## src/design/mepw_pkg.sv

```systemverilog
package mepw_pkg;

  localparam int unsigned ENTRIES_DEF          = 10;
  localparam int unsigned HEARTBEAT_SECS_DEF   = 3;
  localparam int unsigned MAX_TIMEOUT_SECS_DEF = 120;

  localparam int unsigned CMD_W     = 2;
  localparam int unsigned ID_W      = 22;
  localparam int unsigned SECS_W    = 16;
  localparam int unsigned STATUS_W  = 2;
  localparam int unsigned TICKS_W   = 16;
  localparam int unsigned LIMIT_W   = 7;
  localparam int unsigned BSECS_W   = 18;
  // A timeout tripled for init needs two more bits than the requested value.
  localparam int unsigned SECS3_W   = 18;

  localparam logic [TICKS_W-1:0] TICKS_MAX = '1;
  localparam logic [ID_W-1:0]    INIT_ID   = ID_W'(1);

  localparam logic [CMD_W-1:0] CMD_TICK    = 2'd0;
  localparam logic [CMD_W-1:0] CMD_ENABLE  = 2'd1;
  localparam logic [CMD_W-1:0] CMD_DISABLE = 2'd2;
  localparam logic [CMD_W-1:0] CMD_KICK    = 2'd3;

  localparam logic [STATUS_W-1:0] ST_OK          = 2'd0;
  localparam logic [STATUS_W-1:0] ST_FULL        = 2'd1;
  localparam logic [STATUS_W-1:0] ST_BAD_TIMEOUT = 2'd2;
  localparam logic [STATUS_W-1:0] ST_NOT_FOUND   = 2'd3;

  typedef struct packed {
    logic [CMD_W-1:0]  cmd;
    logic [ID_W-1:0]   pid;
    logic [SECS_W-1:0] timeout_secs;
  } item_t;

  typedef struct packed {
    logic [STATUS_W-1:0] status;
    logic                warn_any;
    logic                init_warned;
    logic                dump_request;
    logic                panic_request;
    logic                signal_init;
    logic [ID_W-1:0]     block_id;
    logic [BSECS_W-1:0]  block_secs;
  } res_t;

  // The phase field tracks ticks modulo limit, so no divider is needed per tick.
  typedef struct packed {
    logic [ID_W-1:0]    id;
    logic [TICKS_W-1:0] ticks;
    logic [LIMIT_W-1:0] phase;
    logic [LIMIT_W-1:0] limit;
  } entry_t;

  typedef struct packed {
    logic warn;
    logic init_w;
    logic dump;
    logic panic;
  } flags_t;

endpackage

```

## src/design/mepw_table.sv

```systemverilog
module mepw_table #(
  parameter int unsigned ENTRIES = mepw_pkg::ENTRIES_DEF,
  localparam int unsigned IdxW = (ENTRIES > 1) ? $clog2(ENTRIES) : 1
) (
  input  logic                clk_i,
  input  logic                we_i,
  input  logic [IdxW-1:0]     waddr_i,
  input  mepw_pkg::entry_t    wdata_i,
  input  logic [IdxW-1:0]     raddr_i,
  output mepw_pkg::entry_t    rdata_o
);

  mepw_pkg::entry_t mem_q [ENTRIES];
  mepw_pkg::entry_t rdata_q;

  always_ff @(posedge clk_i) begin
    if (we_i) begin
      mem_q[waddr_i] <= wdata_i;
    end
    rdata_q <= mem_q[raddr_i];
  end

  assign rdata_o = rdata_q;

endmodule

```

## src/design/mepw_div.sv

```systemverilog
module mepw_div #(
  parameter int unsigned DIVISOR = mepw_pkg::HEARTBEAT_SECS_DEF,
  localparam int unsigned RemW = $clog2(DIVISOR + 1)
) (
  input  logic                         clk_i,
  input  logic                         rst_ni,
  input  logic                         start_i,
  input  logic [mepw_pkg::SECS3_W-1:0] dividend_i,
  output logic                         done_o,
  output logic [mepw_pkg::SECS3_W-1:0] quot_o,
  output logic [RemW-1:0]              rem_o
);

  localparam int unsigned W    = mepw_pkg::SECS3_W;
  localparam int unsigned ShW  = W + $clog2(DIVISOR);
  localparam int unsigned RecW = W + 2;
  localparam int unsigned PW   = ShW + W;
  localparam longint unsigned RecVal =
    ((64'd1 << ShW) + 64'(DIVISOR) - 64'd1) / 64'(DIVISOR);
  localparam logic [RecW-1:0] RecC = RecW'(RecVal);
  localparam logic [W-1:0]    DivC = W'(DIVISOR);

  logic          s1_q;
  logic          s2_q;
  logic          done_q;
  logic [W-1:0]  num_q;
  logic [W-1:0]  quo_q;
  logic [RemW-1:0] rem_q;
  logic [PW-1:0] prod;
  logic [W-1:0]  back;
  logic [W-1:0]  diff;

  // The rounded-up reciprocal with this shift gives the exact quotient for
  // every dividend of W bits; the remainder is registered in the cycle after the quotient.
  assign prod = PW'(num_q) * PW'(RecC);
  assign back = quo_q * DivC;
  assign diff = num_q - back;

  always_ff @(posedge clk_i or negedge rst_ni) begin
    if (!rst_ni) begin
      s1_q   <= 1'b0;
      s2_q   <= 1'b0;
      done_q <= 1'b0;
    end else begin
      s1_q   <= start_i;
      s2_q   <= s1_q;
      done_q <= s2_q;
    end
  end

  always_ff @(posedge clk_i) begin
    if (start_i) begin
      num_q <= dividend_i;
    end
    if (s1_q) begin
      quo_q <= prod[ShW +: W];
    end
    if (s2_q) begin
      rem_q <= diff[RemW-1:0];
    end
  end

  assign done_o = done_q;
  assign quot_o = quo_q;
  assign rem_o  = rem_q;

endmodule

```

## src/design/multi_entry_process_watchdog_unit.sv

```systemverilog
// Timing: a tick or a disable/kick walks the table entry by entry before the strobe (a kick
// stops at its match); an enable waits for the divider to deliver quotient and remainder.
// Throughput: one word at a time; a new word is acted on only once busy has dropped.
// The result is held one cycle with res_valid_o high and cannot be stalled.
// Reset (rst_ni low, asynchronous) empties the table, clears the last dump record
// and clears test_mode; table contents stay undefined until written.
module multi_entry_process_watchdog_unit #(
  parameter int unsigned ENTRIES          = mepw_pkg::ENTRIES_DEF,
  parameter int unsigned HEARTBEAT_SECS   = mepw_pkg::HEARTBEAT_SECS_DEF,
  parameter int unsigned MAX_TIMEOUT_SECS = mepw_pkg::MAX_TIMEOUT_SECS_DEF
) (
  input  logic            clk_i,
  input  logic            rst_ni,
  input  logic            start,
  output logic            busy,
  input  mepw_pkg::item_t item_i,
  output logic            res_valid_o,
  output mepw_pkg::res_t  res_o,
  input  logic            cfg_valid_i,
  output logic            cfg_ready_o,
  input  logic            cfg_data_i
);

  localparam int unsigned IdxW = (ENTRIES > 1) ? $clog2(ENTRIES) : 1;
  localparam int unsigned CntW = $clog2(ENTRIES + 1);
  localparam int unsigned RemW = $clog2(HEARTBEAT_SECS + 1);
  localparam int unsigned S3W  = mepw_pkg::SECS3_W;
  localparam int unsigned TW   = mepw_pkg::TICKS_W;
  localparam int unsigned LW   = mepw_pkg::LIMIT_W;
  localparam int unsigned BW   = mepw_pkg::BSECS_W;

  localparam logic [CntW-1:0] CntFull = CntW'(ENTRIES);
  localparam logic [S3W-1:0]  SecsMin = S3W'(HEARTBEAT_SECS);
  localparam logic [S3W-1:0]  SecsMax = S3W'(MAX_TIMEOUT_SECS);
  localparam logic [BW-1:0]   HbC     = BW'(HEARTBEAT_SECS);

  typedef enum logic [3:0] {
    S_IDLE  = 4'b0001,
    S_DIV   = 4'b0010,
    S_SCAN  = 4'b0100,
    S_SHIFT = 4'b1000
  } state_e;

  state_e                    state_q, state_d;
  mepw_pkg::item_t           item_q, item_d;
  logic [CntW-1:0]           count_q, count_d;
  logic [CntW-1:0]           rd_idx_q, rd_idx_d;
  logic [IdxW-1:0]           ex_idx_q, ex_idx_d;
  logic                      pending_q, pending_d;
  mepw_pkg::flags_t          acc_q, acc_d;
  logic [mepw_pkg::ID_W-1:0] last_id_q, last_id_d;
  logic [BW-1:0]             last_secs_q, last_secs_d;
  logic                      res_valid_q, res_valid_d;
  mepw_pkg::res_t            res_q, res_d;
  logic                      test_mode_q;

  logic                      mem_we;
  logic [IdxW-1:0]           mem_waddr;
  mepw_pkg::entry_t          mem_wdata;
  mepw_pkg::entry_t          rdata;

  logic                      div_start;
  logic                      div_done;
  logic [S3W-1:0]            div_quot;
  logic [RemW-1:0]           div_rem;

  logic [S3W-1:0]            secs_ext;
  logic [S3W-1:0]            secs3;
  logic                      secs_bad;

  logic                      issue;
  logic                      is_last;
  logic                      t_sat;
  logic [TW-1:0]             t_new;
  logic [LW:0]               phase_inc;
  logic [LW-1:0]             phase_new;
  logic                      e_warn;
  logic                      e_dump;
  logic                      e_init;
  logic [BW-1:0]             e_secs;
  mepw_pkg::entry_t          e_upd;

  mepw_table #(
    .ENTRIES (ENTRIES)
  ) u_table (
    .clk_i   (clk_i),
    .we_i    (mem_we),
    .waddr_i (mem_waddr),
    .wdata_i (mem_wdata),
    .raddr_i (rd_idx_q[IdxW-1:0]),
    .rdata_o (rdata)
  );

  mepw_div #(
    .DIVISOR (HEARTBEAT_SECS)
  ) u_div (
    .clk_i      (clk_i),
    .rst_ni     (rst_ni),
    .start_i    (div_start),
    .dividend_i (secs3),
    .done_o     (div_done),
    .quot_o     (div_quot),
    .rem_o      (div_rem)
  );

  function automatic mepw_pkg::res_t tick_res(mepw_pkg::flags_t f,
                                              logic [mepw_pkg::ID_W-1:0] id,
                                              logic [BW-1:0] secs);
    mepw_pkg::res_t r;
    r.status        = mepw_pkg::ST_OK;
    r.warn_any      = f.warn;
    r.init_warned   = f.init_w;
    r.dump_request  = f.dump;
    r.panic_request = f.panic;
    r.signal_init   = f.init_w & f.dump;
    r.block_id      = id;
    r.block_secs    = secs;
    return r;
  endfunction

  function automatic mepw_pkg::res_t status_res(logic [mepw_pkg::STATUS_W-1:0] st);
    mepw_pkg::res_t r;
    r        = '0;
    r.status = st;
    return r;
  endfunction

  // Timeout check for enable, taken straight from the incoming word.
  assign secs_ext = S3W'(item_i.timeout_secs);
  assign secs3    = (test_mode_q && (item_i.pid == mepw_pkg::INIT_ID)) ?
                    (secs_ext + (secs_ext << 1)) : secs_ext;
  assign secs_bad = (secs3 > SecsMax) || (secs3 < SecsMin);

  // Per-entry tick unit, shared over all entries as they stream out of the table.
  assign t_sat     = rdata.ticks == mepw_pkg::TICKS_MAX;
  assign t_new     = t_sat ? rdata.ticks : (rdata.ticks + TW'(1));
  assign phase_inc = {1'b0, rdata.phase} + (LW + 1)'(1);
  assign phase_new = t_sat ? rdata.phase :
                     ((phase_inc == {1'b0, rdata.limit}) ? '0 : phase_inc[LW-1:0]);
  assign e_warn    = (t_new >= TW'(rdata.limit)) || (t_new == TW'(rdata.limit >> 1));
  assign e_dump    = (rdata.limit != '0) && (phase_new == '0);
  assign e_init    = rdata.id == mepw_pkg::INIT_ID;
  assign e_secs    = BW'(t_new) * HbC;

  always_comb begin
    e_upd       = rdata;
    e_upd.ticks = t_new;
    e_upd.phase = phase_new;
  end

  assign issue   = ((state_q == S_SCAN) || (state_q == S_SHIFT)) && (rd_idx_q < count_q);
  assign is_last = pending_q && ((CntW'(ex_idx_q) + CntW'(1)) == count_q);

  always_comb begin
    state_d     = state_q;
    item_d      = item_q;
    count_d     = count_q;
    rd_idx_d    = issue ? (rd_idx_q + CntW'(1)) : rd_idx_q;
    ex_idx_d    = issue ? rd_idx_q[IdxW-1:0] : ex_idx_q;
    acc_d       = acc_q;
    last_id_d   = last_id_q;
    last_secs_d = last_secs_q;
    res_valid_d = 1'b0;
    res_d       = res_q;
    mem_we      = 1'b0;
    mem_waddr   = ex_idx_q;
    mem_wdata   = e_upd;
    div_start   = 1'b0;

    unique case (state_q)
      S_IDLE: begin
        if (start) begin
          item_d = item_i;
          unique case (item_i.cmd)
            mepw_pkg::CMD_TICK: begin
              if (count_q == '0) begin
                res_valid_d = 1'b1;
                res_d       = tick_res('0, last_id_q, last_secs_q);
              end else begin
                state_d  = S_SCAN;
                rd_idx_d = '0;
                acc_d    = '0;
              end
            end
            mepw_pkg::CMD_ENABLE: begin
              if (secs_bad) begin
                res_valid_d = 1'b1;
                res_d       = status_res(mepw_pkg::ST_BAD_TIMEOUT);
              end else begin
                div_start = 1'b1;
                state_d   = S_DIV;
              end
            end
            mepw_pkg::CMD_DISABLE, mepw_pkg::CMD_KICK: begin
              if (count_q == '0) begin
                res_valid_d = 1'b1;
                res_d       = status_res(mepw_pkg::ST_NOT_FOUND);
              end else begin
                state_d  = S_SCAN;
                rd_idx_d = '0;
              end
            end
            default: begin
            end
          endcase
        end
      end

      S_DIV: begin
        if (div_done) begin
          state_d     = S_IDLE;
          res_valid_d = 1'b1;
          if (div_rem != '0) begin
            res_d = status_res(mepw_pkg::ST_BAD_TIMEOUT);
          end else if (count_q >= CntFull) begin
            res_d = status_res(mepw_pkg::ST_FULL);
          end else begin
            mem_we          = 1'b1;
            mem_waddr       = count_q[IdxW-1:0];
            mem_wdata.id    = item_q.pid;
            mem_wdata.ticks = '0;
            mem_wdata.phase = '0;
            mem_wdata.limit = div_quot[LW-1:0];
            count_d         = count_q + CntW'(1);
            res_d           = status_res(mepw_pkg::ST_OK);
          end
        end
      end

      S_SCAN: begin
        if (pending_q) begin
          if (item_q.cmd == mepw_pkg::CMD_TICK) begin
            mem_we = 1'b1;
            if (e_warn) begin
              acc_d.warn = 1'b1;
              if (e_init) begin
                acc_d.init_w = 1'b1;
              end
            end
            if (e_dump) begin
              acc_d.dump  = 1'b1;
              last_id_d   = rdata.id;
              last_secs_d = e_secs;
              if (!e_init || test_mode_q) begin
                acc_d.panic = 1'b1;
              end
            end
            if (is_last) begin
              state_d     = S_IDLE;
              res_valid_d = 1'b1;
              res_d       = tick_res(acc_d, last_id_d, last_secs_d);
            end
          end else if (rdata.id == item_q.pid) begin
            if (item_q.cmd == mepw_pkg::CMD_KICK) begin
              mem_we          = 1'b1;
              mem_wdata       = rdata;
              mem_wdata.ticks = '0;
              mem_wdata.phase = '0;
              state_d         = S_IDLE;
              res_valid_d     = 1'b1;
              res_d           = status_res(mepw_pkg::ST_OK);
            end else if (is_last) begin
              count_d     = count_q - CntW'(1);
              state_d     = S_IDLE;
              res_valid_d = 1'b1;
              res_d       = status_res(mepw_pkg::ST_OK);
            end else begin
              // The entry after the match is already being read; move it down next.
              state_d = S_SHIFT;
            end
          end else if (is_last) begin
            state_d     = S_IDLE;
            res_valid_d = 1'b1;
            res_d       = status_res(mepw_pkg::ST_NOT_FOUND);
          end
        end
      end

      S_SHIFT: begin
        if (pending_q) begin
          mem_we    = 1'b1;
          mem_waddr = ex_idx_q - IdxW'(1);
          mem_wdata = rdata;
          if (is_last) begin
            count_d     = count_q - CntW'(1);
            state_d     = S_IDLE;
            res_valid_d = 1'b1;
            res_d       = status_res(mepw_pkg::ST_OK);
          end
        end
      end

      default: begin
        state_d = S_IDLE;
      end
    endcase

    pending_d = issue && (state_d != S_IDLE);
  end

  always_ff @(posedge clk_i or negedge rst_ni) begin
    if (!rst_ni) begin
      state_q     <= S_IDLE;
      count_q     <= '0;
      rd_idx_q    <= '0;
      pending_q   <= 1'b0;
      acc_q       <= '0;
      last_id_q   <= '0;
      last_secs_q <= '0;
      res_valid_q <= 1'b0;
      test_mode_q <= 1'b0;
    end else begin
      state_q     <= state_d;
      count_q     <= count_d;
      rd_idx_q    <= rd_idx_d;
      pending_q   <= pending_d;
      acc_q       <= acc_d;
      last_id_q   <= last_id_d;
      last_secs_q <= last_secs_d;
      res_valid_q <= res_valid_d;
      if (cfg_valid_i) begin
        test_mode_q <= cfg_data_i;
      end
    end
  end

  always_ff @(posedge clk_i) begin
    item_q   <= item_d;
    ex_idx_q <= ex_idx_d;
    res_q    <= res_d;
  end

  assign busy        = state_q != S_IDLE;
  assign cfg_ready_o = 1'b1;
  assign res_valid_o = res_valid_q;
  assign res_o       = res_q;

endmodule

```

## config.mk

```make
export PLATFORM = sky130hd
export DESIGN_NAME = multi_entry_process_watchdog_unit
export DESIGN_NICKNAME = d
export VERILOG_FILES = /design/src/design/mepw_pkg.sv /design/src/design/mepw_table.sv /design/src/design/mepw_div.sv /design/src/design/multi_entry_process_watchdog_unit.sv
export SDC_FILE = /design/constraint.sdc
export NUM_CORES = 1
export LEC_CHECK = 0
export ABC_CLOCK_PERIOD_IN_PS = 7200
export BUFFER_PORTS_ARGS = -buffer_cell sky130_fd_sc_hd__buf_2
export CAP_MARGIN = 20
export CELL_PAD_IN_SITES_DETAIL_PLACEMENT = 1
export CELL_PAD_IN_SITES_GLOBAL_PLACEMENT = 2
export CORE_UTILIZATION = 46
export CTS_CLUSTER_DIAMETER = 60
export DETAILED_ROUTE_END_ITERATION = 10
export GPL_ROUTABILITY_DRIVEN = 0
export PLACE_DENSITY_LB_ADDON = 0.1
export SLEW_MARGIN = 20
export SYNTH_ARGS = -nofsm -noshare
export SYNTH_HDL_FRONTEND = slang
export SYNTH_SLANG_ARGS = --single-unit
```

## constraint.sdc

```tcl
create_clock -name clk_i -period 7.2 [get_ports clk_i]
set_clock_uncertainty 0.05 [all_clocks]
set_input_delay 0.36 -clock clk_i [delete_from_list [all_inputs] [get_ports clk_i]]
set_output_delay 0.36 -clock clk_i [all_outputs]
set_load 0.02 [all_outputs]
```

==> results by group <==
Status
  • Status: complete, no violations

Clock tree
  • Worst-skew pair later-pin latency: about 0.66 ns
  • Root buffer cell: clkbuf_16
  • Bufs on Longest Clock Path: 3
  • Hold_buf cts: 28
  • Htree depth: 3
  • Clock-pin slew on the worst setup and hold paths: 0.06 ns
  • Post-cts resize count: 0
  • Setup bufs post-CTS: 0
  • CTS tree: yes
  • Sink Count: 736
  • Cts bufs inserted: 81

Synthesis
  • Top cell type's share of synthesized area: 51.4%
  • Post-synth top cells: edfxtp_1, inv_1, ha_1
  • Syn_nets: 2,884
  • Cells after Synth: about 2,600
  • Number of synthesized register bits: 736
  • Most common cell in the netlist: edfxtp_1
  • Yosys top cell by area: edfxtp_1
  • Syn_area_per_cell: 14.1 um2
  • Synthesized area: approximately 36,000 um2
  • Yosys warnings: 0
  • Fraction of registers with async set/reset: under 10%
  • Unique cell type count in the Yosys netlist: 83
  • Register area share after synthesis: 58.5%
  • Top_reg_cell synth: edfxtp_1
  • Synth top area cells: edfxtp_1, mux4_2, ha_1, fa_1, dfrtp_1
  • Post-synth EDFFs: 622

Cells and area
  • Area grow syn2layout: 13.1%
  • Fill count: between 7,000 and 8,000
  • Share of cells above drive strength 1: roughly 15%
  • Multi-input logic area: 13,800 um2
  • Finished Cell Area: 41,100 um2
  • Reg area: 21,300 um2
  • Layout Cells excl Fill: 3,811
  • Final net count: 3,016

Placement
  • Dpl hpwl: roughly 63 mm
  • DP Area: 38,100 um2
  • I/O Buffers: 93
  • Number of cells after detailed placement: 3,631

Detailed routing
  • Routed vias/inst: 5.76
  • Iteration-0 DRC Markers: 1,520
  • DRT Wirelength: 97.0 mm
  • Final ANT Viol Nets: 0
  • DRC: 0
  • Vias: around 22,000
  • WL/cell: 25.5 um
  • First drt pass iteration count: 5

Power and ir drop
  • Power, Total: between 8 and 9 mW
  • Peak supply drop: 0.197 mV
  • Pwr dens: 218 nW/um2
  • Leak Pwr: 14.7 nW

Floorplanning
  • Die area: 80,100 um2
  • Std-Cell Core Area: 77,800 um2
  • Die height: 283 um
  • Die Width: between 200 and 300 um
  • Starting Density: a little under half
  • # IOs: 95
  • Rows: 102

STA
  • Worst-Margin Slew: between 1 and 1.5 ns
  • Max-slew violations: 0
  • Slew HR: between 20% and 30%
  • Endpoints failing setup: 0
  • Final min period: 6.08 ns
  • Peak Freq: 0.165 GHz
  • RSZ-0062 raised after global routing: no
  • TNS Setup: 0 ns
  • Final hold vios: 0
  • Period utilization: 84.4%

Worst setup path
  • Critical path capture point type: register
  • Cell mode on critical path: fa_1
  • WS Path Type: reg2reg
  • Slowest stage delay, CP: 0.59 ns
  • Worst setup SP type: register
  • Critical path cell sequence: ha_1, inv_1, fa_1, inv_1, fa_1, inv_1, fa_1, inv_1, fa_1, fa_1, ha_1, a21o_1, a21o_1, nor3_1, o21ai_0, o211a_1, o41ai_1, nand4b_1, nand4_1
  • Max stage delay cell, worst path: o41ai_1
  • Arr. time, crit path: between 6 and 7 ns
  • Data required, critical path: 7.53 ns
  • Critical path peak fanout: 8
  • Critical path's top delay family: adder cells
  • WP buf/inv: 4

Global routing
  • Congestion Overflow GR: 0
  • Initial antenna violation count: 1
  • Pin count of the biggest net entering global routing: 71
  • GRT Total Usage: around 24%
  • First-pass GRT wire length: 147 mm
  • Number of global-route vias before repair: 23,600

Job
  • # Max-Cap Violations: 0

Worst hold path
  • Hold Path Class: in2reg
stage by stage:
step                worst slack, ns  utilization (%)  hold WS, ns
floorplan                      1.62                -       0.0144
global placement               1.25             48.9        0.356
detailed placement             1.10             48.9        0.365
CTS                            1.07             52.8      0.00657
global route                  0.716             52.8       0.0508
finish                         1.12             52.8       0.0487
sequential cells by signal, indices dropped and copies added (netlist names), 7 cells and up:
signal	flops
u_table.mem_q	520
res_o	47
item_q	24
u_table.rdata_o	52
last_secs_q	18
u_div.quot_o	7
u_div.num_q	18
last_id_q	22
cell usage in the layout (no fill, tap or decap), types with 15 or more instances in the layout:
master,netlist,layout
buf_2,13,92
and3_1,24,24
dfxtp_1,52,52
clkbuf_1,64,15
buf_4,4,29
xor2_1,42,42
o21ai_0,72,66
fa_1,98,98
nor2b_1,61,59
a21o_1,26,26
nand2_1,170,170
dfrtp_1,61,57
a222oi_1,37,37
nor4_1,21,21
mux4_2,104,104
mux2_1,34,34
inv_1,266,266
a21oi_1,92,92
nor2_1,88,78
ha_1,171,171
xnor2_1,59,59
nand3_1,26,26
edfxtp_1,622,622
clkinv_2,0,18
a211oi_1,64,64
mux2i_1,58,58
nor3_1,24,23
clkbuf_16,0,81
dlygate4sd3_1,0,28
worst register-to-register path, cell delays in order (launching register included):
cell and delay, ns:
edfxtp_1 0.54, ha_1 0.46, inv_1 0.09, fa_1 0.49
inv_1 0.05, fa_1 0.52, inv_1 0.05, fa_1 0.47
inv_1 0.06, fa_1 0.50, fa_1 0.49, ha_1 0.34
a21o_1 0.16, a21o_1 0.20, nor3_1 0.16, o21ai_0 0.11
o211a_1 0.19, o41ai_1 0.59, nand4b_1 0.20, nand4_1 0.08
final cells by class:
class | instances | area share [%]
Tap cell | 1040 | 3.17
Inverter | 266 | 2.43
Timing Repair Buffer | 153 | 2.53
Antenna cell | 1 | 0.00609
Sequential cell | 736 | 51.8
Clock inverter | 47 | 1.29
Multi-Input combinational cell | 1464 | 33.5
Clock buffer | 104 | 5.33
cell families (layout without fill, tap and decap cells):
group | Yosys count | count (layout) | share of synthesized area [%]
adders and majority gates | 269 | 269 | 11.3
DFF | 736 | 736 | 58.5
AOI/OAI and AO/OA | 401 | 401 | 7.65
and+or+nand+nor | 482 | 482 | 6.55
buffers and inverters | 370 | 570 | 3.97
muxes | 209 | 209 | 9.52
other | 1 | 2 | 0.0103
xor gates and xnor gates | 102 | 102 | 2.48
power by group:
group / switching [mW] / internal, mW / total [mW]
Combinational: 0.122 / 0.0706 / 0.192
Clock: 1.79 / 2.38 / 4.17
Sequential: 0.0159 / 4.58 / 4.60
Total: 1.92 / 7.04 / 8.96
final timing paths:
| path | startpoint | end | slack (ns) | depth (start not counted) |
|---|---|---|---|---|
| max | u_div.num_q[1] | u_div.quot_o[6] | 1.12 | 19 |
| min | item_i[8] | u_div.num_q[8] | 0.05 | 3 |
| max reg2reg | u_div.num_q[1] | u_div.quot_o[6] | 1.12 | 19 |
| min reg2reg | u_div.s2_q | u_div.done_o | 0.37 | 0 |
| max in group asynchronous | rst_ni | rd_idx_q[1] | 5.92 | 2 |
| min in group asynchronous | rst_ni | last_secs_q[13] | 0.37 | 2 |
per-layer routing:
layer,routed length [um],track usage (%),vias up
li1,-,-,9828
met1,43500,33.4,11500
met2,47200,40.8,496
met3,3900,3.08,128
met4,2400,6.81,2
met5,16,0,-
Note: power is estimated with default switching activity, not from simulation.
